$ cat src/setq_pkg.sv
// Shared types and constants for the sorted event time queue.
package setq_pkg;

    localparam int DEPTH   = 64;
    localparam int ADDR_W  = $clog2(DEPTH);
    localparam int CNT_W   = $clog2(DEPTH + 1);
    localparam int KEY_W   = 48;
    localparam int TAG_W   = 32;
    localparam int RXN_W   = 8;
    localparam int MOL_W   = 16;
    localparam int PAY_W   = RXN_W + 2 * MOL_W + 1;
    localparam int ENTRY_W = KEY_W + TAG_W + PAY_W;
    localparam int OP_W    = 2;
    localparam int STS_W   = 2;
    localparam int OCC_W   = 7;
    localparam int S_DATA_W = 96;
    localparam int M_DATA_W = 128;

    typedef enum logic [OP_W-1:0] {
        OP_INSERT = 2'd0,
        OP_POP    = 2'd1,
        OP_CLEAR  = 2'd2
    } op_t;

    typedef enum logic [STS_W-1:0] {
        STS_OK    = 2'd0,
        STS_FULL  = 2'd1,
        STS_EMPTY = 2'd2
    } status_t;

    typedef enum logic [2:0] {
        S_IDLE,
        S_INS_RD,
        S_INS_CMP,
        S_POP_WAIT,
        S_DONE
    } state_t;

    // Controller to datapath commands.
    typedef struct packed {
        logic accept;
        logic ins_start;
        logic ins_rd;
        logic ins_shift;
        logic ins_place;
        logic pop_rd;
        logic pop_take;
        logic res_full;
        logic res_empty;
        logic clear;
        logic emit;
    } cmd_t;

    // Datapath to controller status.
    typedef struct packed {
        logic full;
        logic empty;
        logic idx_zero;
        logic key_gt;
        logic m_busy;
    } stat_t;

    typedef struct packed {
        status_t            status;
        logic [MOL_W-1:0]   second;
        logic [MOL_W-1:0]   first;
        logic [RXN_W-1:0]   reaction;
        logic [TAG_W-1:0]   tag;
        logic [KEY_W-1:0]   key;
        logic               background;
    } result_t;

endpackage

$ cat src/setq_ctrl.sv
// Controller state machine for the sorted event time queue.
module setq_ctrl (
    input  logic                       aclk,
    input  logic                       aresetn,
    input  logic                       s_tvalid,
    input  logic [setq_pkg::OP_W-1:0]  op_in,
    input  setq_pkg::stat_t            stat,
    output logic                       s_tready,
    output setq_pkg::cmd_t             cmd
);
    import setq_pkg::*;

    state_t state_reg;
    state_t state_next;

    always_ff @(posedge aclk) begin
        if (!aresetn) begin
            state_reg <= S_IDLE;
        end else begin
            state_reg <= state_next;
        end
    end

    // Next state.
    always_comb begin
        state_next = state_reg;
        case (state_reg)
            S_IDLE: begin
                if (s_tvalid) begin
                    case (op_t'(op_in))
                        OP_INSERT: state_next = stat.full ? S_DONE : S_INS_RD;
                        OP_POP:    state_next = stat.empty ? S_DONE : S_POP_WAIT;
                        default:   state_next = S_DONE;
                    endcase
                end
            end
            S_INS_RD:   state_next = stat.idx_zero ? S_DONE : S_INS_CMP;
            S_INS_CMP:  state_next = stat.key_gt ? S_INS_RD : S_DONE;
            S_POP_WAIT: state_next = S_DONE;
            S_DONE:     state_next = stat.m_busy ? S_DONE : S_IDLE;
            default:    state_next = S_IDLE;
        endcase
    end

    // Outputs.
    always_comb begin
        cmd      = '0;
        s_tready = 1'b0;
        case (state_reg)
            S_IDLE: begin
                s_tready   = 1'b1;
                cmd.accept = s_tvalid;
                if (s_tvalid) begin
                    case (op_t'(op_in))
                        OP_INSERT: begin
                            cmd.res_full  = stat.full;
                            cmd.ins_start = !stat.full;
                        end
                        OP_POP: begin
                            cmd.res_empty = stat.empty;
                            cmd.pop_rd    = !stat.empty;
                        end
                        OP_CLEAR: cmd.clear = 1'b1;
                        // Unused code: answer with an ok beat whose event fields are zero.
                        default:  ;
                    endcase
                end
            end
            S_INS_RD: begin
                cmd.ins_place = stat.idx_zero;
                cmd.ins_rd    = !stat.idx_zero;
            end
            S_INS_CMP: begin
                cmd.ins_shift = stat.key_gt;
                cmd.ins_place = !stat.key_gt;
            end
            S_POP_WAIT: cmd.pop_take = 1'b1;
            S_DONE:     cmd.emit     = !stat.m_busy;
            default:    cmd          = '0;
        endcase
    end

endmodule

$ cat config.mk
export PLATFORM = sky130hd
export DESIGN_NAME = setq_ctrl
export DESIGN_NICKNAME = d
export VERILOG_FILES = /design/src/setq_pkg.sv /design/src/setq_ctrl.sv
export SDC_FILE = /design/constraint.sdc
export NUM_CORES = 1
export LEC_CHECK = 0
export BUFFER_PORTS_ARGS = -buffer_cell sky130_fd_sc_hd__buf_2
export CAP_MARGIN = 20
export CORE_AREA = 2 2 39 41
export CTS_CLUSTER_DIAMETER = 60
export CTS_CLUSTER_SIZE = 8
export DETAILED_ROUTE_END_ITERATION = 8
export DIE_AREA = 0 0 41 43
export GPL_ROUTABILITY_DRIVEN = 0
export SYNTH_ARGS = -nofsm -noshare
export SYNTH_HDL_FRONTEND = slang
export SYNTH_SLANG_ARGS = --single-unit
$ cat constraint.sdc
create_clock -name aclk -period 4.3 [get_ports aclk]
set_clock_uncertainty 0.2 [all_clocks]
set_input_delay 0.215 -clock aclk [delete_from_list [all_inputs] [get_ports aclk]]
set_output_delay 0.215 -clock aclk [all_outputs]
set_load 0.1 [all_outputs]
==> flow_metrics.py <==
metrics = {
    "floorplan": {
        "die_y_um": 43,
        "dieArea_um2": 1760,
        "core-area_um2": 1380,
        "fp-row-count": 14,
        "top_level_ports": 22,
        "die_w_um": 41,
        "start_util_pct": 19.4,
    },
    "setup_path": {
        "start_kind": "flip-flop",
        "crit_chain": "nor3_2 -> nand3b_1 -> nor3b_1 -> buf_2",
        "critical_path_buf_inv_count": 1,
        "cpPeakStageDelay_ns": 0.45,
        "critical_path_depth": 4,
        "path_class": "reg2out",
        "critPathCaptureType": "output pin",
        "cp_max_fo": 9,
        "critPathSlowestCell": "buf_2",
        "rr_worst_depth": 3,
        "cp.arrival_ns": 1.79,
        "crit_family": "simple AND/OR/NAND/NOR gates",
        "cp.required_ns": 3.88,
    },
    "timing": {
        "hold_viol": 0,
        "worst_pin_slew_ns": 0.491,
        "final.setup.tns_ns": 0,
        "slew_violations": 0,
        "holdWs_ns": 0.0499,
        "finalSetupViolCount": 0,
        "clock.fmax_mhz": 453,
        "finalCriticalPeriod_ns": 2.21,
        "rsz0062_at_grt": "no",
        "finalCritPeriodShare_pct": 51.4,
        "max-slew-margin-rel_pct": 67.5,
    },
    "global_route": {
        "grt_usage_pct": 10.0,
        "grt_overflow": 0,
        "grt_pass1_wl_mm": 1.21,
        "grt_use_met2_pct": 12.8,
        "groute.layer.met1.usage_pct": 14.1,
        "antenna_found_initial": 0,
        "top_usage_layer": "met1",
        "grt_pass1_vias": 284,
        "met3_usage_pct": 6.28,
        "grt_max_degree": 10,
    },
    "synth": {
        "synth_flop_cell": "dfxtp_1",
        "synthCells": 33,
        "synth-edff-count": 0,
        "synthesis.area_um2": 269,
        "syn_area_per_cell_um2": 8.15,
        "synthTopCellsByCount": "4 x nor3b_1, 3 x a31oi_1, 3 x dfxtp_1, 3 x nor2_1",
        "syn-num-nets": 43,
        "yosysMostFrequentCell": "nor3b_1",
        "synth_top_area_share_pct": 22.3,
        "ys_types": 21,
        "synth_area_leader_cell": "dfxtp_1",
        "yosysSeqAreaShare_pct": 22.3,
        "yosys_warnings": 0,
        "ys_async_sr_fraction_pct": 0,
        "yosys-top-cells-area": "dfxtp_1 22%, nor3b_1 11%, a31oi_1 7.0%",
        "synth-seq-cells": 3,
    },
    "final_layout": {
        "num-nets-final": 69,
        "layout-drive-gt1-share_pct": 46.6,
        "area_delta_synth_final_pct": 56.3,
        "fillerInstances": 160,
        "final_util_pct": 30.4,
        "final_cells": 74,
        "largest_reg_flops": 3,
        "antennaDiodeCount": 0,
    },
    "cts": {
        "cts_max_level": 1,
        "cts-resized-gates": 0,
        "clock-root-buffer": "clkbuf_4",
        "cts_sinks": 3,
        "cts_setup_buffers": 0,
        "cts_tree": "built",
        "cts_buffers": 3,
        "clock_latency_ns": 0.23,
        "hold_buffers": 0,
        "clock_path_buffers": 2,
        "clkTransAtPathRegs_ns": 0.04,
    },
    "hold_path": {
        "hold_path.class": "in2reg",
        "hold_path_depth": 3,
    },
    "status": {
        "status": "completed",
    },
    "pwr": {
        "p_per_area_nw_per_um2": 387,
        "finalPower_mw": 0.163,
        "peakVddDrop_v": 0.000134,
        "leakagePower_nw": 0.221,
    },
    "detailed_routing": {
        "wl_per_cell_um": 10.0,
        "viasPerCell": 4.66,
        "drt-initial-drc-count": 6,
        "vias": 345,
        "drc": 0,
        "drtAntennaViolNets": 0,
        "routed_wl_um": 741,
        "first_pass_iters": 2,
    },
    "placement": {
        "io_buffers": 21,
        "dp_hpwl_um": 594,
        "numPlacedInstances": 70,
    },
    "run": {
        "drv_cap": 0,
    },
}
## report_power, final
group | total, mW | switching [mW] | internal [mW]
Clock | 0.0503 | 0.0155 | 0.0348
Combinational | 0.0780 | 0.0613 | 0.0166
Sequential | 0.0343 | 0.00415 | 0.0302
## through the flow
stage	instance area, µm²	worst slack (ns)
6_report	420	2.09
3_3_place_gp	394	2.38
3_5_place_dp	394	2.34
5_1_grt	420	1.87
2_1_floorplan	269	-0.393
4_1_cts	420	2.07
## path summary, 6_finish.rpt
check                                   end  slack [ns]                      start
setup / recovery                     cmd[3]        2.09  state_reg[1]$_SDFFE_PN0P_
hold / removal    state_reg[2]$_SDFFE_PN0P_        0.05                    aresetn
setup reg to reg  state_reg[0]$_SDFFE_PN0P_        2.79  state_reg[1]$_SDFFE_PN0P_
hold reg to reg   state_reg[2]$_SDFFE_PN0P_        0.48  state_reg[2]$_SDFFE_PN0P_
## metal layers
layer  routed length (µm)  up-vias
li1                     -      179
met1                  338      149
met2                  316       17
met3                   86        0
met4                    0        0
met5                    0        -
## cells in the final DEF (no fill, tap or decap)
cell type,count
buf_2,21
nor3b_1,4
a31oi_1,3
nor2_1,3
clkbuf_4,3
dfxtp_1,3
and3b_1,2
nor4b_1,2
inv_1,2
nor4bb_1,1
nor3_2,1
nor2b_1,1
nand3b_1,1
nand2_1,1
and2_1,1
nor3_1,1
nor4_1,1
mux2_2,1
o21ai_0,1
or4_1,1
o211ai_2,1
o21ba_1,1
a21oi_1,1
clkbuf_1,1
## worst min-delay path, delay by kind of cell
| kind | cells | cell delay (ns) |
|---|---|---|
| compound gates | 2 | 0.12 |
| buf+inv | 1 | 0.10 |
## area by class of cell
type / instances / area [µm²] / share of cell area, %
clock buffer: 4 / 26.3 / 6.25
inverter: 2 / 7.51 / 1.79
multi-input combinational: 28 / 201 / 47.9
sequential: 3 / 60.1 / 14.3
tap: 16 / 20.0 / 4.76
timing repair buffer: 21 / 105 / 25.0
## kinds of logic after synthesis
| family | after synthesis | share of synthesized area [%] |
|---|---|---|
| multiplexers | 1 | 4.19 |
| AO/OA/AOI/OAI | 7 | 19.1 |
| buffers and inverters | 2 | 2.79 |
| flip-flops | 3 | 22.3 |
| AND/OR/NAND/NOR | 20 | 51.6 |
Power figures use the tool's default switching activity.
